## src/rtl/vha_pkg.sv

```systemverilog
`timescale 1ns / 1ps
// ----------------------------------------------------------------------------
// vha_pkg
// Shared widths, codes, controller states and command/status bundles for the
// voxel histogram accumulator.
// ----------------------------------------------------------------------------
package vha_pkg;

   localparam int SIZE_X_DEF             = 16;
   localparam int SIZE_Y_DEF             = 16;
   localparam int SIZE_Z_DEF             = 16;
   localparam int MAX_SUBDIVIDE_LOG2_DEF = 3;

   localparam int MODE_W    = 2;
   localparam int COORD_W   = 32;
   localparam int ACC_W     = 48;
   localparam int LANDED_W  = 10;
   localparam int TOTAL_W   = 32;
   localparam int LG_W      = 2;
   localparam int CSR_IDX_W = 3;
   localparam int CSR_W     = 32;

   localparam logic [MODE_W-1:0] MODE_ADD     = 2'd0;
   localparam logic [MODE_W-1:0] MODE_SUB_ADD = 2'd1;
   localparam logic [MODE_W-1:0] MODE_PREDICT = 2'd2;
   localparam logic [MODE_W-1:0] MODE_NOP     = 2'd3;

   localparam logic [CSR_IDX_W-1:0] CSR_LOWER_X     = 3'd0;
   localparam logic [CSR_IDX_W-1:0] CSR_LOWER_Y     = 3'd1;
   localparam logic [CSR_IDX_W-1:0] CSR_LOWER_Z     = 3'd2;
   localparam logic [CSR_IDX_W-1:0] CSR_INV_WIDTH_X = 3'd3;
   localparam logic [CSR_IDX_W-1:0] CSR_INV_WIDTH_Y = 3'd4;
   localparam logic [CSR_IDX_W-1:0] CSR_INV_WIDTH_Z = 3'd5;
   localparam logic [CSR_IDX_W-1:0] CSR_SUBDIV_LOG2 = 3'd6;

   localparam logic [COORD_W-1:0] INV_WIDTH_RESET = 32'h0001_0000;

   typedef enum logic [2:0] {
      ST_CLEAR,
      ST_IDLE,
      ST_MUL,
      ST_LOOKUP,
      ST_READ,
      ST_WRITE,
      ST_RESP
   } ctrl_state_type;

   typedef struct packed {
      logic clr_step;
      logic load_item;
      logic mul;
      logic lookup;
      logic read;
      logic write;
      logic next_sub;
      logic load_rsp;
   } dp_cmd_type;

   typedef struct packed {
      logic clr_last;
      logic is_predict;
      logic is_nop;
      logic hit;
      logic last_sub;
      logic rsp_busy;
   } dp_status_type;

endpackage

```

## src/rtl/vha_ctrl.sv

```systemverilog
`timescale 1ns / 1ps
// ----------------------------------------------------------------------------
// vha_ctrl
// Sequencer: clearing pass, item load, axis multiply, per-subpoint lookup / read / write,
// result hand-off.
// ----------------------------------------------------------------------------
module vha_ctrl import vha_pkg::*; (
   input  logic          clock,
   input  logic          reset,
   input  logic          req_valid,
   output logic          req_ready,
   input  dp_status_type status,
   output dp_cmd_type    cmd
);

   ctrl_state_type state_ff;
   ctrl_state_type state_in;

   always_ff @(posedge clock) begin
      if (reset) begin
         state_ff <= ST_CLEAR;
      end else begin
         state_ff <= state_in;
      end
   end

   always_comb begin
      state_in = state_ff;
      unique case (state_ff)
         ST_CLEAR: begin
            if (status.clr_last) state_in = ST_IDLE;
         end
         ST_IDLE: begin
            if (req_valid) state_in = ST_MUL;
         end
         ST_MUL: begin
            state_in = status.is_nop ? ST_RESP : ST_LOOKUP;
         end
         ST_LOOKUP: begin
            state_in = ST_READ;
         end
         ST_READ: begin
            if (status.hit) begin
               state_in = status.is_predict ? ST_RESP : ST_WRITE;
            end else begin
               state_in = (status.is_predict || status.last_sub) ? ST_RESP : ST_LOOKUP;
            end
         end
         ST_WRITE: begin
            state_in = status.last_sub ? ST_RESP : ST_LOOKUP;
         end
         ST_RESP: begin
            if (!status.rsp_busy) state_in = ST_IDLE;
         end
         default: begin
            state_in = ST_CLEAR;
         end
      endcase
   end

   always_comb begin
      cmd       = '0;
      req_ready = 1'b0;
      unique case (state_ff)
         ST_CLEAR: begin
            cmd.clr_step = 1'b1;
         end
         ST_IDLE: begin
            req_ready     = 1'b1;
            cmd.load_item = req_valid;
         end
         ST_MUL: begin
            cmd.mul = 1'b1;
         end
         ST_LOOKUP: begin
            cmd.lookup = 1'b1;
         end
         ST_READ: begin
            cmd.read     = status.hit;
            cmd.next_sub = !status.hit && !status.is_predict && !status.last_sub;
         end
         ST_WRITE: begin
            cmd.write    = 1'b1;
            cmd.next_sub = !status.last_sub;
         end
         ST_RESP: begin
            cmd.load_rsp = !status.rsp_busy;
         end
         default: begin
            cmd = '0;
         end
      endcase
   end

endmodule

```

## config.mk

```make
export PLATFORM = sky130hd
export DESIGN_NAME = vha_ctrl
export DESIGN_NICKNAME = d
export VERILOG_FILES = /design/src/rtl/vha_pkg.sv /design/src/rtl/vha_ctrl.sv
export SDC_FILE = /design/constraint.sdc
export NUM_CORES = 1
export LEC_CHECK = 0
export BUFFER_PORTS_ARGS = -buffer_cell sky130_fd_sc_hd__clkbuf_2
export CORE_AREA = 5 5 42 44
export CTS_BUF_LIST = sky130_fd_sc_hd__clkbuf_4 sky130_fd_sc_hd__clkbuf_8
export CTS_CLUSTER_SIZE = 20
export DETAILED_ROUTE_END_ITERATION = 6
export DIE_AREA = 0 0 47 49
export SYNTH_ARGS = -nofsm -noshare
export SYNTH_HDL_FRONTEND = slang
export SYNTH_SLANG_ARGS = --single-unit
```

## constraint.sdc

```tcl
create_clock -name clock -period 2.99 [get_ports clock]
set_input_delay 0.598 -clock clock [delete_from_list [all_inputs] [get_ports clock]]
set_output_delay 0.598 -clock clock [all_outputs]
set_load 0.05 [all_outputs]
```

# Word-level counts from Yosys, hierarchy flattened
# Cells that the tools add are included.
dict set report op_classes {
  add_sub_neg 0
  multipliers 0
  div_mod_pow 0
  n_lt_le_gt_ge 0
  eq_ne 9
  shift 0
  muxes 18
  n_bitwise 0
  n_reduce_logical 9
}
# operator n
set op_table {}
lappend op_table {{$mux W3} 7}
lappend op_table {{$pmux W3 S7} 1}
lappend op_table {{$eq A3 B3 Y1 const B} 3}
lappend op_table {{$mux W1} 8}
lappend op_table {{$eq A3 B2 Y1 const B} 2}
lappend op_table {{$ne A2 B2 Y1 const B} 3}
lappend op_table {{$logic_not A1 Y1} 4}
lappend op_table {{$eq A3 B1 Y1 const B} 1}
lappend op_table {{$logic_not A3 Y1} 1}
lappend op_table {{$reduce_and A3 Y1} 1}
lappend op_table {{$logic_and A1 B1 Y1} 2}
lappend op_table {{$mux W2} 1}
lappend op_table {{$pmux W1 S2} 1}
lappend op_table {{$logic_or A1 B1 Y1} 1}
dict set report word_totals {
  reg_bits 3
  latchBits 0
  mem_bits_rw 0
  romBits 0
  in_bits 9
  out_inout_bits 9
  word_cells 37
  memories 0
}

# Depth between registers and ports, before layout
# Gate-level depths: netlist (run 1).
dict set report depth {
  word_depth 4
  ltp_mapped 6
  ltp_nobuf 4
}

# Worst setup path before layout (run 1)
# No wires, ideal clock.
dict set report synth_timing {
  path_kind {reg2out}
  start {register state_ff[1]}
  end {output port cmd[0] (netlist name)}
  arrival_time_ps 1795
  required_time_ps 2392
  slack_ps 597
  path_stages_with_launch 4
  path_buffers 2
  path_cell_list {dfxtp_1 > buf_4 > buf_2 > nor3b_1}
}
# element line
set synth_lines {}
lappend synth_lines {{start, declared} vha_ctrl.sv:16} ;# ctrl_state_type state_ff;
lappend synth_lines {{start signal, assigned} vha_ctrl.sv:23} ;# state_ff <= state_in;
lappend synth_lines {{end, declared} vha_ctrl.sv:13} ;# output dp_cmd_type cmd

==> qor.yml, run 1 <==
status: "finished clean"
rows: 14
hold_path.class: "in2reg"
place_congestion: 0.762
top_regs: "state_ff: 3 flops"
crit_path_max_fanout: 15
finClkSkew_ns: 0.00234
maxClockFrequency_ghz: 0.449
numCtsBuffers: 3
routed_wl_um: 892
drt_iter0_markers: 9
maxCapViolations: 0
dp.cells: 76
avgRoutedWirePerCell_um: 11.2
die-height_um: 49
antenna_found_initial: 0
netlist_area_um2: 350
ctsHoldBuffers: 0
worstSetupPathType: "reg2out"
tritoncts: "built"
synth_area_leader_cell: "dfxtp_1"
fin_crit_sh_pct: 74.5
vias_per_cell: 5.01
finalHoldViolations: 0
yosys_warnings: 0
cp_top_family: "flip-flops"
core_area_um2: 1400
largest_reg_flops: 3
regMostFlops: "state_ff"
grt_pass1_wl_mm: 1.59
cts-root-buf: "clkbuf_4"
grt_pass1_vias: 366
synth_cell_types: 27
final_max_slew_viol_count: 0
crit_path_start_kind: "register"
antenna_left: 0
endpoint_kind: "output pin"
path_cells: "nand2b_1, nor3b_1, clkbuf_2"
h-tree-depth: 1
ys_ff_latch: 3
r2r_slack_ns: 1.62
clock-sinks: 3
worstPathArrival_ns: 1.63
ir_drop_mv: 0.332
synth.most_common_cell: "nor2_1"
cts_resized: 0
cts.path.max_buffers: 2
drive_above_1_share_pct: 42.2
insertion_delay_ns: 0.23
rsz0062_at_grt: "no"
syn_area_per_cell_um2: 7.45
finalCriticalPeriod_ns: 2.23
multi_input_area_um2: 248
post_cts_buffers: 0
setup_tns_ns: 0
worst_pin_slew_ns: 0.588
portBuffers: 17
areaGrowthSynthToFinish_pct: 28.6
track_usage_pct: 9.78
cp_slowest_stage_delay_ns: 0.62
synth_flop_cell: "dfxtp_1"
leakagePower_nw: 0.209
dr.pass1.iters: 3
relSlewSlack_pct: 60.7
synth_edf_count: 0
critPathSlowestCell: "dfxtp_1"
nFillCells: 166
synthTopCellsByArea: "dfxtp_1, nor3b_1, buf_6, nor3_1, o21ai_1"
initial_utilization_pct: 25.0
path_clk_slew_ns: 0.04
syn_inst: 47
stdcell_count: 80
vias: 401
dieArea_um2: 2300
p_total_w: 0.000435
grt_max_degree: 19
nets: 74
finalSetupViolCount: 0
critical_path_buf_inv_count: 1
synthDominantCellAreaShare_pct: 17.1
synth_async_sr_flop_share_pct: 0
drc: 0
cp.required_ns: 2.39
synth_common_cells: "nor2_1, nor3_1, nor3b_1, o21ai_1"
boundaryPins: 18
diodes: 0
power.density_nw_per_um2: 967
overflow: 0
die_x_um: 47
ys_seq_area_share_pct: 17.1
synth_nets: 56
ff_latch_area_um2: 60.1
-- power by group --
group	switching (W)	internal [W]	leakage (nW)	total (W)
Clock	0.0000212	0.0000591	0.0184	0.0000803
Combinational	0.000170	0.0000830	0.166	0.000253
Sequential	0.0000482	0.0000538	0.0246	0.000102
Total	0.000240	0.000196	0.209	0.000435
-- placed cells by master (no fill, tap or decap) --
cell type / n
o32ai_1: 1
nor4_2: 1
a211o_1: 1
nand2b_1: 2
nor3_2: 1
a211oi_2: 1
nor2_1: 5
nand2_1: 3
o211ai_1: 1
o21ai_1: 4
nor2b_2: 1
o211a_1: 1
and2_1: 1
a311oi_1: 1
inv_1: 1
nor3b_1: 4
dfxtp_1: 3
and2_4: 1
nor2b_1: 1
clkbuf_2: 17
nor3_1: 4
clkbuf_4: 4
a21oi_1: 2
inv_2: 1
a22oi_1: 1
and3b_1: 1
-- kinds of logic (layout without fill, tap and decap cells) --
kind of cell | after synthesis | count (layout) | share of synthesized area [%]
simple gates | 25 | 25 | 43.9
flops | 3 | 3 | 17.1
compound gates | 13 | 13 | 26.8
buf+inv | 6 | 23 | 12.1
-- worst paths after layout --
path                                  start           to  cells past startpoint
worst max-delay path            state_ff[2]       cmd[0]                      3
worst min-delay path                  reset  state_ff[1]                      2
worst max register to register  state_ff[1]  state_ff[0]                      4
worst min register to register  state_ff[1]  state_ff[2]                      2
-- metal layers --
metal | track usage (%) | vias to the layer above | wire length [um]
li1 | - | 205 | -
met1 | 13.4 | 183 | 416
met2 | 12.2 | 11 | 402
met3 | 2.21 | 2 | 53
met4 | 8.29 | 0 | 20
met5 | 0 | - | 0
-- through the flow --
stage | util [%] | hold WS [ns] | setup slack [ns] | instance area (um^2)
floorplan | - | 0.623 | 0.597 | 350
global placement | 30.0 | 0.715 | 1.10 | 420
detailed placement | 30.0 | 0.723 | 1.04 | 420
CTS | 32.1 | 0.591 | 0.774 | 450
global route | 32.1 | 0.593 | 0.611 | 450
finish | 32.1 | 0.600 | 0.762 | 450
-- final cells by class --
| type | count | area share [%] |
|---|---|---|
| tap | 16 | 4.44 |
| timing repair buffer | 17 | 18.9 |
| inverter | 2 | 1.67 |
| clock buffer | 4 | 6.67 |
| sequential | 3 | 13.3 |
| multi-input combinational | 38 | 55.0 |
-- worst reg2reg max path, stage by stage, from the launching register on --
cell and delay, ns:
dfxtp_1 0.68, and3b_1 0.28, nor2_1 0.05, a22oi_1 0.17, o21ai_1 0.07
(Power assumes the default switching activity.)
==> run 2: changes to the inputs <==
- clock period: 2.99 -> 1.9 ns (I/O delays scaled with it)
==> run 2 against run 1 <==
Effect of this change:
- die area did not move
- via count rose by 0.75%
- first-iteration DRC count rose by 78%
- power rose by 64%
- count of clock-buffer cells in the layout did not move
- largest cell class unchanged
==> qor.yml, run 2 (same netlist as run 1, synthesis figures left out) <==
initial_utilization_pct: 25.0
relSlewSlack_pct: 71.1
m1WireLength_um: 385
finalHoldViolations: 0
insertion_delay_ns: 0.24
crit_path_start_kind: "register"
drc: 0
ir_drop_mv: 0.798
finClkSkew_ns: 0.00385
dieArea_um2: 2300
grt_pass1_vias: 380
grt_pass1_wl_mm: 1.57
cp.required_ns: 1.52
dp.cells: 78
wl_met2_um: 414
numCtsBuffers: 3
fin_crit_sh_pct: 94.6
largest_reg_flops: 3
ctsHoldBuffers: 0
drive_above_1_share_pct: 50.0
power.density_nw_per_um2: 1500
worstPathArrival_ns: 1.42
stdcell_count: 82
regMostFlops: "state_ff"
grt_max_degree: 14
overflow: 0
nFillCells: 163
maxClockFrequency_ghz: 0.557
track_usage_pct: 9.35
worst_pin_slew_ns: 0.433
portBuffers: 17
final_common_cell: "clkbuf_2"
routed_wl_um: 908
wl_met3_um: 94
h-tree-depth: 1
layout_common_cells: "clkbuf_2, nor2_1, nor3_1, o21ai_1, clkbuf_4"
hold_path.class: "in2reg"
worstSetupPathType: "reg2out"
clock-sinks: 3
cts.path.max_buffers: 2
rows: 14
rsz0062_at_grt: "no"
leakagePower_nw: 0.225
diodes: 0
cts-root-buf: "clkbuf_4"
finalSetupViolCount: 0
place_congestion: 0.812
final_max_slew_viol_count: 0
status: "finished clean"
dp_hpwl_um: 707
core_area_um2: 1400
crit_path_max_fanout: 10
maxCapViolations: 0
finalCriticalPeriod_ns: 1.80
path_clk_slew_ns: 0.04
avgRoutedWirePerCell_um: 11.1
place_ws_ns: 0.245
top_layer: "met4"
vias_per_cell: 4.93
boundaryPins: 18
antenna_left: 0
die_x_um: 47
vias: 404
antenna_found_initial: 0
areaGrowthSynthToFinish_pct: 36.4
endpoint_kind: "output pin"
die-height_um: 49
nets: 76
timing.final.ws_setup_ns: 0.103
tritoncts: "built"
top_regs: "state_ff: 3 flops"
drt_iter0_markers: 16
dr.pass1.iters: 4
run 2: cell count changes in the layout (fill, tap and decap cells not counted), sizes merged:
cell  change
buf       +2
run 2: worst max-delay path: stages (launching register included):
cell and delay, ns:
dfxtp_2 0.43, inv_2 0.09, nor3_2 0.24, and2_1 0.16
clkbuf_2 0.27
run 2: final cells by class:
type	instances	area [um^2]	share of cell area, %
Clock buffer	4	30.0	6.28
Inverter	2	7.51	1.57
Multi-Input combinational cell	38	258	53.9
Sequential cell	3	62.6	13.1
Tap cell	16	20.0	4.19
Timing Repair Buffer	19	100	20.9
run 2: power by group:
| group | internal, W | leakage, nW | total [W] | switching [W] |
|---|---|---|---|---|
| Clock | 0.0000931 | 0.0184 | 0.000129 | 0.0000355 |
| Combinational | 0.000146 | 0.182 | 0.000434 | 0.000288 |
| Sequential | 0.0000882 | 0.0254 | 0.000153 | 0.0000650 |
| Total | 0.000327 | 0.225 | 0.000716 | 0.000389 |
run 2: worst paths after layout:
| check | from | to | slack, ns | depth (start not counted) |
|---|---|---|---|---|
| worst min-delay path | reset | state_ff[1] | 0.38 | 2 |
| worst max-delay path | state_ff[0] | cmd[6] | 0.10 | 4 |
| worst max register to register | state_ff[1] | state_ff[2] | 0.49 | 5 |
| worst min register to register | state_ff[1] | state_ff[2] | 0.65 | 2 |
run 2: metal layers:
metal,vias up,track usage [%]
met3,2,2.58
met5,-,0
li1,208,-
met1,173,12.3
met4,0,6.91
met2,21,12.4
run 2: what timing repair did:
item | in CTS | in global routing
endpoints found under the setup margin | 2 | 0
resized for setup | 2 | 0
setup buffers | 0 | 0
run 2: per-stage QoR:
stage / hold WS, ns / total power, W / TNS (ns) / util (%) / instance area, um^2
2_1_floorplan: 0.459 / 0.000522 / -0.890 / - / 360
3_3_place_gp: 0.620 / 0.000585 / 0 / 31.8 / 445
3_5_place_dp: 0.614 / 0.000584 / 0 / 31.8 / 445
4_1_cts: 0.370 / 0.000720 / 0 / 34.1 / 478
5_1_grt: 0.380 / 0.000774 / 0 / 34.1 / 478
6_report: 0.375 / 0.000716 / 0 / 34.1 / 478
==> run 3: changes to the inputs <==
- SETUP_SLACK_MARGIN: default -> 0.4
==> run 3 against run 2 <==
Effect of this change:
- global-route usage grew 2.0 points
- maximum frequency increased by 17%
- sequential share of layout area shrank 3.4 points
- die area is the same
- hold slack worse by 0.0093 ns
- first-iteration DRC count rose by 19%
- critical path depth is 1 lower
==> qor.yml, run 3 (same netlist as run 1, synthesis figures left out) <==
nets: 87
diodes: 0
timing.hold.ws_ns: 0.366
path_clk_slew_ns: 0.04
top_regs: "state_ff: 3 flops"
maxCapViolations: 0
portBuffers: 17
place_congestion: 0.689
worstPathArrival_ns: 1.16
power_frac_clock_pct: 12.8
core_area_um2: 1400
maxClockFrequency_ghz: 0.650
power.density_nw_per_um2: 1360
rsz0062_at_grt: "yes"
largest_reg_flops: 3
regMostFlops: "state_ff"
nFillCells: 130
h-tree-depth: 1
layout_common_cells: "buf_4, clkbuf_2, nor2_1, clkbuf_4, o21ai_1"
final_common_cell: "buf_4"
die-height_um: 49
crit_path_start_kind: "register"
die_x_um: 47
dieArea_um2: 2300
fin_crit_sh_pct: 81.0
track_usage_pct: 11.4
worstSetupPathType: "reg2out"
pwr-share-seq_pct: 15.2
ir_drop_mv: 0.528
finClkSkew_ns: 0.00274
cts-root-buf: "clkbuf_4"
crit_path_max_fanout: 7
dp.cells: 79
overflow: 0
p_sw_w: 0.000470
ctsHoldBuffers: 0
intPower_w: 0.000537
cts.path.max_buffers: 2
rows: 14
p_total_w: 0.00101
grt_pass1_wl_mm: 1.89
ff_latch_area_um2: 71.3
numCtsBuffers: 3
finalCriticalPeriod_ns: 1.54
dp_hpwl_um: 782
grt_max_degree: 9
hold_path.class: "in2reg"
dr.pass1.iters: 4
leakagePower_nw: 0.328
final_max_slew_viol_count: 0
drive_above_1_share_pct: 64.9
worst_pin_slew_ns: 0.234
clock-sinks: 3
finalSetupViolCount: 0
drt_iter0_markers: 19
endpoint_kind: "output pin"
multi_input_area_um2: 315
areaGrowthSynthToFinish_pct: 111
initial_utilization_pct: 25.0
setup_tns_ns: 0
vias_per_cell: 5.12
p_comb_share_pct: 71.9
antenna_left: 0
tritoncts: "built"
status: "finished clean"
antenna_found_initial: 0
final_util_pct: 52.8
relSlewSlack_pct: 84.4
avgRoutedWirePerCell_um: 12.7
finalHoldViolations: 0
drc: 0
swShare_pct: 46.7
routed_wl_mm: 1.18
boundaryPins: 18
insertion_delay_ns: 0.23
cp.required_ns: 1.52
grt_pass1_vias: 453
stdcell_count: 93
vias: 476
[run 3: changes by cell type in the layout (fill, tap and decap cells not counted), moves of 3 or more]
cell / change
buf_8: +3
buf_6: +3
dfxtp_4: +3
buf_4: +8
clkbuf_2: -9
clkbuf_8: +3
[run 3: cell type report]
cell class / instances / area share (%)
timing repair buffer: 30 / 39.6
inverter: 2 / 1.35
sequential: 3 / 9.64
clock buffer: 4 / 4.06
tap: 16 / 2.71
multi-input combinational: 38 / 42.6
[run 3: final timing paths]
check,from,cells past startpoint,end,slack (ns)
setup / recovery,state_ff[2],3,cmd[1],0.36
hold / removal,reset,2,state_ff[1],0.37
setup reg to reg,state_ff[2],6,state_ff[2],0.50
hold reg to reg,state_ff[1],3,state_ff[0],0.60
[run 3: timing repair]
| action | CTS | global route |
|---|---|---|
| setup buffers | 6 | 4 |
| pin swaps | 6 | 2 |
| gates cloned | 0 | 0 |
| setup endpoints to repair | 9 | 10 |
| gates resized for setup | 31 | 5 |
[run 3: power by group through the flow]
stage          clock [W]  sequential (W)  combinational, W
6_report        0.000129        0.000154          0.000725
2_1_floorplan          0       0.0000956          0.000476
4_1_cts         0.000133        0.000151          0.000677
3_3_place_gp           0        0.000147          0.000503
3_5_place_dp           0        0.000149          0.000504
5_1_grt         0.000137        0.000159          0.000765
[run 3: metrics by stage]
step	worst slack, ns	instance area (um^2)
after CTS	0.367	691
after global routing	0.301	739
after global placement	0.288	487
after detailed placement	0.296	487
final	0.362	739
after floorplan	0.191	397
[run 3: critical path, stage by stage (launching register included)]
cell     delay (ns)
dfxtp_4        0.41
nor2b_4        0.17
o211a_1        0.19
buf_8          0.15
[run 3: layer usage]
metal | track usage (%) | vias to the layer above | routed length [um]
li1 | - | 232 | -
met4 | 11.1 | 0 | 57
met5 | 0 | - | 0
met2 | 19.2 | 21 | 640
met1 | 11.4 | 217 | 431
met3 | 0.369 | 6 | 52
